$ cat src/wclk_pkg.sv
// Shared types, codes and digit arithmetic for the time-of-day clock.
// Used by wclk_set_conv and wall_clock_hh_mm_ss; depends on nothing else.
`timescale 1ns / 1ps

package wclk_pkg;

  typedef enum logic [1:0] {
    ACT_TICK  = 2'd0,
    ACT_RESET = 2'd1,
    ACT_SET   = 2'd2,
    ACT_STOP  = 2'd3
  } action_t;

  // Time of day held as six decimal digits, HH MM SS.
  typedef struct packed {
    logic [3:0] hour_tens;
    logic [3:0] hour_ones;
    logic [3:0] min_tens;
    logic [3:0] min_ones;
    logic [3:0] sec_tens;
    logic [3:0] sec_ones;
  } hms_t;

  typedef struct packed {
    logic [1:0] quo;
    logic [5:0] rem;
  } div60_t;

  localparam logic [5:0] ASCII_ZERO = 6'd48;
  localparam logic [3:0] DIGIT_MAX  = 4'd9;
  localparam logic [3:0] TENS_MAX   = 4'd5;
  localparam logic [3:0] HOUR_TENS_MAX = 4'd2;
  localparam logic [3:0] HOUR_ONES_LAST = 4'd3;

  // Two decimal digits to binary; each digit is taken at face value (0 to 15).
  function automatic logic [7:0] two_digits(input logic [3:0] tens, input logic [3:0] ones);
    return {1'b0, tens, 3'b000} + {3'b000, tens, 1'b0} + {4'b0000, ones};
  endfunction

  // Split a value of at most 167 into whole minutes (or hours) and a remainder.
  function automatic div60_t div60(input logic [7:0] v);
    div60_t res;
    if (v >= 8'd120) begin
      res.quo = 2'd2;
      res.rem = 6'(v - 8'd120);
    end else if (v >= 8'd60) begin
      res.quo = 2'd1;
      res.rem = 6'(v - 8'd60);
    end else begin
      res.quo = 2'd0;
      res.rem = v[5:0];
    end
    return res;
  endfunction

  // Hours of at most 167 folded into one day.
  function automatic logic [4:0] mod24(input logic [7:0] v);
    logic [7:0] r;
    priority if (v >= 8'd144) r = v - 8'd144;
    else if (v >= 8'd120) r = v - 8'd120;
    else if (v >= 8'd96)  r = v - 8'd96;
    else if (v >= 8'd72)  r = v - 8'd72;
    else if (v >= 8'd48)  r = v - 8'd48;
    else if (v >= 8'd24)  r = v - 8'd24;
    else                  r = v;
    return r[4:0];
  endfunction

  // A value below 60 as two decimal digits, tens in the upper nibble.
  function automatic logic [7:0] to_bcd(input logic [5:0] v);
    logic [3:0] tens;
    logic [5:0] ones;
    priority if (v >= 6'd50) begin
      tens = 4'd5; ones = v - 6'd50;
    end else if (v >= 6'd40) begin
      tens = 4'd4; ones = v - 6'd40;
    end else if (v >= 6'd30) begin
      tens = 4'd3; ones = v - 6'd30;
    end else if (v >= 6'd20) begin
      tens = 4'd2; ones = v - 6'd20;
    end else if (v >= 6'd10) begin
      tens = 4'd1; ones = v - 6'd10;
    end else begin
      tens = 4'd0; ones = v;
    end
    return {tens, ones[3:0]};
  endfunction

endpackage

$ cat src/wclk_set_conv.sv
// Converts the six set digits into a normalised time of day.
// Depends on wclk_pkg for the time type and digit arithmetic.
`timescale 1ns / 1ps

module wclk_set_conv
  import wclk_pkg::*;
(
  input  logic [3:0] hour_tens,
  input  logic [3:0] hour_ones,
  input  logic [3:0] min_tens,
  input  logic [3:0] min_ones,
  input  logic [3:0] sec_tens,
  input  logic [3:0] sec_ones,
  output hms_t       time_out
);

  logic [7:0] sec_raw;
  logic [7:0] min_raw;
  logic [7:0] hour_raw;
  div60_t     sec_div;
  div60_t     min_div;
  logic [4:0] hour_norm;
  logic [7:0] sec_bcd;
  logic [7:0] min_bcd;
  logic [7:0] hour_bcd;

  // Excess seconds carry into minutes and excess minutes into hours; the
  // hours then wrap at one day, which is the same as reducing the total.
  always_comb begin
    sec_raw   = two_digits(sec_tens, sec_ones);
    sec_div   = div60(sec_raw);
    min_raw   = two_digits(min_tens, min_ones) + {6'b0, sec_div.quo};
    min_div   = div60(min_raw);
    hour_raw  = two_digits(hour_tens, hour_ones) + {6'b0, min_div.quo};
    hour_norm = mod24(hour_raw);
    sec_bcd   = to_bcd(sec_div.rem);
    min_bcd   = to_bcd(min_div.rem);
    hour_bcd  = to_bcd({1'b0, hour_norm});
    time_out.hour_tens = hour_bcd[7:4];
    time_out.hour_ones = hour_bcd[3:0];
    time_out.min_tens  = min_bcd[7:4];
    time_out.min_ones  = min_bcd[3:0];
    time_out.sec_tens  = sec_bcd[7:4];
    time_out.sec_ones  = sec_bcd[3:0];
  end

endmodule

$ cat src/wall_clock_hh_mm_ss.sv
// Top level of the time-of-day clock: input register, time state and result register.
// Depends on wclk_pkg and wclk_set_conv.
`timescale 1ns / 1ps

// The clock keeps the time of day as six decimal digits together with a
// running flag, both cleared by reset. Each input item carries an action: a
// tick advances the time by one second while the clock runs and returns the
// new time; a reset clears the time and leaves the flag alone; a set loads
// the time from six digits (digits above nine, and hours, minutes or seconds
// out of range, simply add their weight, and the total wraps at one day) and,
// if the clock was stopped, starts it and returns the loaded time; a stop
// halts the clock. Ticks while stopped, resets, stops and sets while running
// return nothing. The time is returned as six ASCII digit codes, HH MM SS.
// One item is taken every clock cycle unless an item that returns a result
// waits in the input register for the result register to be free. An item
// sits in the input register while its effect is worked out, and any result
// is loaded into the result register as the item leaves it. The result
// register may hold a finished item while the next one is accepted, and only
// an item that returns a result waits for that register to be free.

module wall_clock_hh_mm_ss
  import wclk_pkg::*;
(
  input  logic       clk,
  input  logic       rst_n,
  input  logic       in_valid,
  output logic       in_ready,
  input  logic [1:0] in_action,
  input  logic [3:0] in_set_hour_tens,
  input  logic [3:0] in_set_hour_ones,
  input  logic [3:0] in_set_minute_tens,
  input  logic [3:0] in_set_minute_ones,
  input  logic [3:0] in_set_second_tens,
  input  logic [3:0] in_set_second_ones,
  output logic       out_valid,
  input  logic       out_ready,
  output logic [5:0] out_shown_hour_tens,
  output logic [5:0] out_shown_hour_ones,
  output logic [5:0] out_shown_minute_tens,
  output logic [5:0] out_shown_minute_ones,
  output logic [5:0] out_shown_second_tens,
  output logic [5:0] out_shown_second_ones
);

  // Input register.
  logic       in_vld_r;
  action_t    act_r;
  logic [3:0] hour_tens_r;
  logic [3:0] hour_ones_r;
  logic [3:0] min_tens_r;
  logic [3:0] min_ones_r;
  logic [3:0] sec_tens_r;
  logic [3:0] sec_ones_r;

  // Clock state.
  hms_t time_r;
  hms_t time_nxt;
  logic running_r;
  logic running_nxt;

  // Result register.
  logic out_valid_r;
  hms_t shown_r;

  hms_t set_time;
  hms_t tick_time;
  logic makes_result;
  logic out_free;
  logic advance;

  wclk_set_conv u_set_conv (
    .hour_tens (hour_tens_r),
    .hour_ones (hour_ones_r),
    .min_tens  (min_tens_r),
    .min_ones  (min_ones_r),
    .sec_tens  (sec_tens_r),
    .sec_ones  (sec_ones_r),
    .time_out  (set_time)
  );

  // Only a tick while running or a set while stopped produces a result, and
  // only those items need the result register to be free before they retire.
  assign makes_result = ((act_r == ACT_TICK) && running_r) ||
                        ((act_r == ACT_SET) && !running_r);
  assign out_free     = !out_valid_r || out_ready;
  assign advance      = in_vld_r && (!makes_result || out_free);
  assign in_ready     = !in_vld_r || advance;

  // One second later, with carries through the digits and a wrap at midnight.
  // The held time is always normalised, so each digit is compared with its
  // last legal value only.
  always_comb begin
    tick_time = time_r;
    if (time_r.sec_ones != DIGIT_MAX) begin
      tick_time.sec_ones = time_r.sec_ones + 4'd1;
    end else begin
      tick_time.sec_ones = 4'd0;
      if (time_r.sec_tens != TENS_MAX) begin
        tick_time.sec_tens = time_r.sec_tens + 4'd1;
      end else begin
        tick_time.sec_tens = 4'd0;
        if (time_r.min_ones != DIGIT_MAX) begin
          tick_time.min_ones = time_r.min_ones + 4'd1;
        end else begin
          tick_time.min_ones = 4'd0;
          if (time_r.min_tens != TENS_MAX) begin
            tick_time.min_tens = time_r.min_tens + 4'd1;
          end else begin
            tick_time.min_tens = 4'd0;
            if ((time_r.hour_tens == HOUR_TENS_MAX) &&
                (time_r.hour_ones == HOUR_ONES_LAST)) begin
              tick_time.hour_tens = 4'd0;
              tick_time.hour_ones = 4'd0;
            end else if (time_r.hour_ones == DIGIT_MAX) begin
              tick_time.hour_tens = time_r.hour_tens + 4'd1;
              tick_time.hour_ones = 4'd0;
            end else begin
              tick_time.hour_ones = time_r.hour_ones + 4'd1;
            end
          end
        end
      end
    end
  end

  always_comb begin
    time_nxt    = time_r;
    running_nxt = running_r;
    unique case (act_r)
      ACT_TICK: begin
        if (running_r) begin
          time_nxt = tick_time;
        end
      end
      ACT_RESET: begin
        time_nxt = '0;
      end
      ACT_SET: begin
        time_nxt    = set_time;
        running_nxt = 1'b1;
      end
      ACT_STOP: begin
        running_nxt = 1'b0;
      end
      default: begin
        time_nxt    = time_r;
        running_nxt = running_r;
      end
    endcase
  end

  always_ff @(posedge clk) begin
    if (!rst_n) begin
      in_vld_r <= 1'b0;
    end else if (in_ready) begin
      in_vld_r <= in_valid;
    end
  end

  always_ff @(posedge clk) begin
    if (in_valid && in_ready) begin
      act_r       <= action_t'(in_action);
      hour_tens_r <= in_set_hour_tens;
      hour_ones_r <= in_set_hour_ones;
      min_tens_r  <= in_set_minute_tens;
      min_ones_r  <= in_set_minute_ones;
      sec_tens_r  <= in_set_second_tens;
      sec_ones_r  <= in_set_second_ones;
    end
  end

  always_ff @(posedge clk) begin
    if (!rst_n) begin
      time_r    <= '0;
      running_r <= 1'b0;
    end else if (advance) begin
      time_r    <= time_nxt;
      running_r <= running_nxt;
    end
  end

  always_ff @(posedge clk) begin
    if (!rst_n) begin
      out_valid_r <= 1'b0;
    end else if (advance && makes_result) begin
      out_valid_r <= 1'b1;
    end else if (out_ready) begin
      out_valid_r <= 1'b0;
    end
  end

  always_ff @(posedge clk) begin
    if (advance && makes_result) begin
      shown_r <= time_nxt;
    end
  end

  assign out_valid             = out_valid_r;
  assign out_shown_hour_tens   = ASCII_ZERO + {2'b00, shown_r.hour_tens};
  assign out_shown_hour_ones   = ASCII_ZERO + {2'b00, shown_r.hour_ones};
  assign out_shown_minute_tens = ASCII_ZERO + {2'b00, shown_r.min_tens};
  assign out_shown_minute_ones = ASCII_ZERO + {2'b00, shown_r.min_ones};
  assign out_shown_second_tens = ASCII_ZERO + {2'b00, shown_r.sec_tens};
  assign out_shown_second_ones = ASCII_ZERO + {2'b00, shown_r.sec_ones};

  // The held time never leaves 00:00:00 to 23:59:59.
  a_time_digits_legal: assert property (@(posedge clk) disable iff (!rst_n)
    (time_r.sec_tens <= TENS_MAX) && (time_r.sec_ones <= DIGIT_MAX) &&
    (time_r.min_tens <= TENS_MAX) && (time_r.min_ones <= DIGIT_MAX))
    else $error("minute or second digit out of range");

  a_hour_legal: assert property (@(posedge clk) disable iff (!rst_n)
    (time_r.hour_tens < HOUR_TENS_MAX) ||
    ((time_r.hour_tens == HOUR_TENS_MAX) && (time_r.hour_ones <= HOUR_ONES_LAST)))
    else $error("hour out of range");

  a_tick_shows: assert property (@(posedge clk) disable iff (!rst_n)
    (advance && (act_r == ACT_TICK) && running_r) |=> out_valid_r)
    else $error("tick while running produced no result");

  a_set_starts: assert property (@(posedge clk) disable iff (!rst_n)
    (advance && (act_r == ACT_SET)) |=> running_r)
    else $error("set did not leave the clock running");

  a_stop_halts: assert property (@(posedge clk) disable iff (!rst_n)
    (advance && (act_r == ACT_STOP)) |=> !running_r)
    else $error("stop did not halt the clock");

endmodule
$ cat config.mk
export PLATFORM = sky130hd
export DESIGN_NAME = wall_clock_hh_mm_ss
export DESIGN_NICKNAME = d
export VERILOG_FILES = /design/src/wclk_pkg.sv /design/src/wclk_set_conv.sv /design/src/wall_clock_hh_mm_ss.sv
export SDC_FILE = /design/constraint.sdc
export NUM_CORES = 1
export LEC_CHECK = 0
export ABC_AREA = 1
export BUFFER_PORTS_ARGS = -buffer_cell sky130_fd_sc_hd__buf_2
export CAP_MARGIN = 5
export CORE_ASPECT_RATIO = 1.1
export CORE_MARGIN = 1.5
export CORE_UTILIZATION = 48
export DETAILED_ROUTE_END_ITERATION = 10
export GPL_TIMING_DRIVEN = 0
export PLACE_DENSITY = 0.67
export REMOVE_ABC_BUFFERS = 1
export SYNTH_ARGS = -nofsm -noshare
export SYNTH_HDL_FRONTEND = slang
export SYNTH_SLANG_ARGS = --single-unit
$ cat constraint.sdc
create_clock -name clk -period 9.8 [get_ports clk]
set_input_delay 1.96 -clock clk [delete_from_list [all_inputs] [get_ports clk]]
set_output_delay 1.96 -clock clk [all_outputs]
set_load 0.02 [all_outputs]
# == Word level (Yosys, flattened, before mapping) ==
# Index checks and enable logic that the tools add are counted.
# word_totals
register_bits,77
inputBits,30
output_inout_bits,38
elab_cells,176
# op_classes
n_addsub,45
magnitude_cmp,25
n_eq_ne,10
mux,56
reduce_logical,18
# op_table
op,n
2-to-1 mux 4 bit,33
case mux 24 bit (3 select lines),1
>= comparator 8 x 7 -> 1 bit (second input constant),5
adder 5 x 5 -> 6 bit (first input constant),6
subtractor 4 bit (second input constant),9
2-to-1 mux 8 bit,4
2-to-1 mux 5 bit,6
adder 4 x 1 -> 4 bit (second input constant),6
adder 7 x 5 -> 8 bit,3
adder 8 x 4 -> 8 bit,3
>= comparator 6 x 5 -> 1 bit (second input constant),4
>= comparator 6 bit (second input constant),4
>= comparator 8 x 6 -> 1 bit (second input constant),3
2-to-1 mux 24 bit,1
subtractor 6 bit (second input constant),4
2-to-1 mux 20 bit,1
subtractor 5 bit (second input constant),4
adder 8 x 2 -> 8 bit,2
2-to-1 mux 16 bit,1
2-to-1 mux 7 bit,2
>= comparator 5 x 6 -> 1 bit (second input constant),2
>= comparator 6 x 4 -> 1 bit (second input constant),2
2-to-1 mux 12 bit,1
subtractor 4 x 2 -> 4 bit (second input constant),3
21 further kinds,44

# == Logic depth before layout (Yosys ltp) ==
# depth
depth_word,24
mapped_depth,59
depth_no_buf,59

# == By module ==
# A second synthesis with hierarchy kept.
# hier_totals
cells_unflattened,914
hier_area_um2,6711.4
# modules_own_cells
module,instances,cells_per_inst,area_each_um2
wall_clock_hh_mm_ss,1,448,3901.2
wclk_set_conv,1,466,2810.2

# == Least setup slack after synthesis ==
# Ideal clock, no wire load.
# synth_timing
path_type,register to register
from,register sec_tens_r[2]
to,register shown_r[17] (netlist bit) (data pin)
setup_ps,260
t_arrival_ps,7371
required_ps,9540
setup_slack_ps,2169
path_stages_with_launch,48
period_less_slack_ps,7631
path_cell_list,edfxtp_1 > inv_1 > fa_1 > fa_1 > nand3b_1 > nand2_1 > xor2_2 > nand3_2 > nand2_4 > inv_4 > fa_1 > inv_1 > ha_1 > fa_1 > xnor2_1 > inv_1 > ha_1 > nand3_1 > (+12 left out) > nor2_1 > nor2_1 > nand3_1 > nand2_1 > nand2_1 > nand2_1 > nand3_1 > nand2_1 > inv_1 > ha_1 > a31oi_1 > nand3_1 > nand2_1 > nand2_1 > nand2_1 > nand2_1 > nand3_1 > nand3_1
# synth_lines
element,line_no,source
start: declaration,wall_clock_hh_mm_ss.sv:52,logic [3:0] sec_tens_r;
start signal: assignment,wall_clock_hh_mm_ss.sv:167,sec_tens_r <= in_set_second_tens;
end signal: assignment,wall_clock_hh_mm_ss.sv:194,shown_r <= time_nxt;
end: declaration,wall_clock_hh_mm_ss.sv:63,hms_t shown_r;

==> results by group <==
Min path
  • Hold EP: time_r[0]
  • Hold Crit Start: time_r[0]
  • Cell depth of the worst hold path: 2
  • Hold Crit Class: flip-flop to flip-flop

Logic synthesis
  • Cell taking the most area after synthesis: edfxtp_1
  • Mapped Area: 6430 um2
  • Yosys reg bits: 77
  • Cells after Synth: 854
  • Register area share after synthesis: 31.8%
  • Synth top area share: 23.4%
  • Post-Synth Simple-Gate Area: 30.3%
  • Number of flops mapped to enable cells by yosys: 50
  • Post-synth top flop: edfxtp_1
  • Synth Area in Adders: 13.8%
  • Mux cell area share after synthesis: 0%
  • Fraction of registers with async set/reset: 0%
  • Post-Synth XOR/XNOR Area: 2.39%
  • Synth warn: 0
  • Compound-Gate Fraction of Synth Area: 10.6%
  • Post-synthesis average cell area: 7.52 um2
  • Top cells by area, synth: edfxtp_1 (23%), nand2_1 (12%), ha_1 (11%)
  • Largest family of logic cells by synthesized area: simple AND/OR/NAND/NOR gates
  • Distinct cells, synth: 49

Clocking
  • Clock Tree Root: clkbuf_16
  • Worst skew pair latency: 0.35 ns
  • CTS tree: done
  • Clk sinks: 77
  • H-tree depth: 3
  • Clk buf depth: 2
  • CTS hold repair buffers: 0
  • Reg clk slew, reported paths: 0.06 ns
  • CTS resizes: 0
  • Number of setup buffers added after CTS: 0
  • Num CTS Buffers: 9

Critical path
  • Crit-path max cell delay: 0.50 ns
  • Reg-to-reg endpoint: shown_r[17]
  • FF-to-FF path depth: 49
  • FF-to-FF Start: sec_tens_r[1]
  • Worst Path Required: 9.89 ns
  • Worst Path Max Fanout: 8
  • Critical Path Sink Type: flip-flop
  • CP Data Arrival Time: 8.60 ns
  • FF-to-FF setup slack: 1.29 ns
  • Most frequent CP cell: nand2_1
  • Worst path slowest cell: fa_1
  • WS Path Type: flip-flop to flip-flop
  • Worst setup SP type: flip-flop

Timing
  • Final Hold Fails: 0
  • Max Slew Vio Count: 0
  • Hold Slack: 0.516 ns
  • Setup Skew: 0.00976 ns
  • Worst slew pin tran: 1.06 ns
  • Tmin final: 8.51 ns
  • Total negative slack: 0 ns
  • Worst slew margin: 29.5%
  • Final Setup Violations: 0
  • Unrepaired setup endpoints after global routing: no
  • Final period util: 86.9%
  • Max Clk Rate: 0.117 GHz
  • Fin worst setup slack: 1.29 ns

Layout
  • Multi-input gate area: 3710 um2
  • Area Overhead vs Synth: 11.5%
  • Final core area utilization: 54.4%
  • Commonest non-fill, non-tap cell in the layout: nand2_1
  • Antenna Diode Count: 0
  • Commonest non-fill, non-tap cells in the layout: nand2_1 (210), inv_1 (139), nand3_1 (72)
  • Register area: 2040 um2
  • Layout Nets: 1,005
  • Share of layout cells above drive strength 1: 16.0%
  • Filler instances: 1,257
  • Post-route cell area: 7160 um2
  • Non-Filler Instances: 1,075

Floorplanning
  • Io pins: 68
  • Die H: 124 um
  • Num rows: 44
  • Die ar.: 14,100 um2
  • Initial core utilization: 48.8%
  • Core Box Area: 13,200 um2
  • Die Span X: 113 um

Placement
  • Port bufs: 55
  • DP Area: 6810 um2
  • DP HPWL: 9970 um
  • RD Place Congestion: 0.845
  • Placed cells: 1,058
  • Pre-CTS WS: 1.25 ns

GRT
  • Largest net degree at the start of global routing: 41
  • Remaining global-route overflow: 0
  • Vias in the first global route: 5,088
  • Initial antenna violation count: 0
  • First-pass GRT wire length: 22,800 um
  • Global Route Usage Sum: 19.9%

Routing
  • Post-Route WL: 13,200 um
  • Initial DRC count: 238
  • Via count: 5,425
  • DRC errors left: 0
  • DR vias/cell: 5.05
  • Post-DR wirelength/cell: 12.3 um
  • Antenna viol nets, final: 0
  • First drt pass iteration count: 5

Run status
  • Status: finished, final reports clean

Power and ir drop
  • LEAKAGE: 3.58 nW
  • PwrDens: 217 nW/um2
  • Worst vdd ir: 170 uV
  • Tot Pwr: 1.56 mW

Flow run
  • Max_cap viols: 0
[critical path: cells and delay by family, from the launching register on]
kind / cells / cell delay, ns
buffers and inverters: 8 / 0.78
XOR/XNOR: 2 / 0.57
flip-flops: 1 / 0.41
adder cells (fa/ha/maj): 13 / 4.05
AND/OR/NAND/NOR: 25 / 2.21
AO/OA/AOI/OAI: 1 / 0.21
[synthesized netlist by cell type (13+ instances only)]
cell        n
a21oi_1    42
dfxtp_1    27
edfxtp_1   50
ha_1       58
inv_1     139
inv_2      13
nand2_1   210
nand2_2    13
nand3_1    72
nand3_2    15
nand4_1    16
nor2_1     39
o21ai_0    32
[report_power, final]
group | internal, mW | switching (mW) | total [mW]
Combinational | 0.276 | 0.529 | 0.805
Sequential | 0.372 | 0.0127 | 0.385
Clock | 0.231 | 0.136 | 0.367
[area by class of cell]
class | count | area share [%]
Clock inverter | 5 | 1.15
Tap cell | 161 | 2.81
Sequential cell | 77 | 28.5
Multi-Input combinational cell | 611 | 51.8
Inverter | 154 | 8.10
Timing Repair Buffer | 56 | 4.23
Clock buffer | 11 | 3.39
[kinds of logic (layout without fill, tap and decap cells)]
kind of cell	after synthesis	after routing
AO/OA/AOI/OAI	117	117
XOR/XNOR	15	15
adder cells (fa/ha/maj)	66	66
buffers and inverters	177	226
flip-flops	77	77
other	1	12
AND/OR/NAND/NOR	401	401
[sequential cells by signal (all words and copies together), names as in the netlist]
| name | cells |
|---|---|
| running_r | 1 |
| time_r | 24 |
| min_ones_r | 4 |
| out_valid | 1 |
| sec_ones_r | 4 |
| hour_ones_r | 4 |
| hour_tens_r | 4 |
| sec_tens_r | 4 |
| shown_r | 24 |
| in_vld_r | 1 |
| act_r | 2 |
| min_tens_r | 4 |
[metal layers]
| metal | global-route usage, % | routed length, um |
|---|---|---|
| met2 | 33.4 | 6230 |
| met1 | 25.4 | 6180 |
| met5 | 0 | 0 |
| met4 | 6.62 | 258 |
| met3 | 4.23 | 542 |
[worst max path at each step]
stage | from | to | slack, ns | cells after the start
floorplan | sec_tens_r[2] | shown_r[17] | 2.17 | 47
global placement | sec_tens_r[1] | shown_r[17] | 1.29 | 49
detailed placement | sec_tens_r[1] | shown_r[17] | 1.25 | 49
CTS | sec_tens_r[1] | shown_r[17] | 1.22 | 49
global route | sec_tens_r[1] | shown_r[17] | 0.45 | 49
finish | sec_tens_r[1] | shown_r[17] | 1.29 | 49
Note: power is estimated with default switching activity, not from simulation.
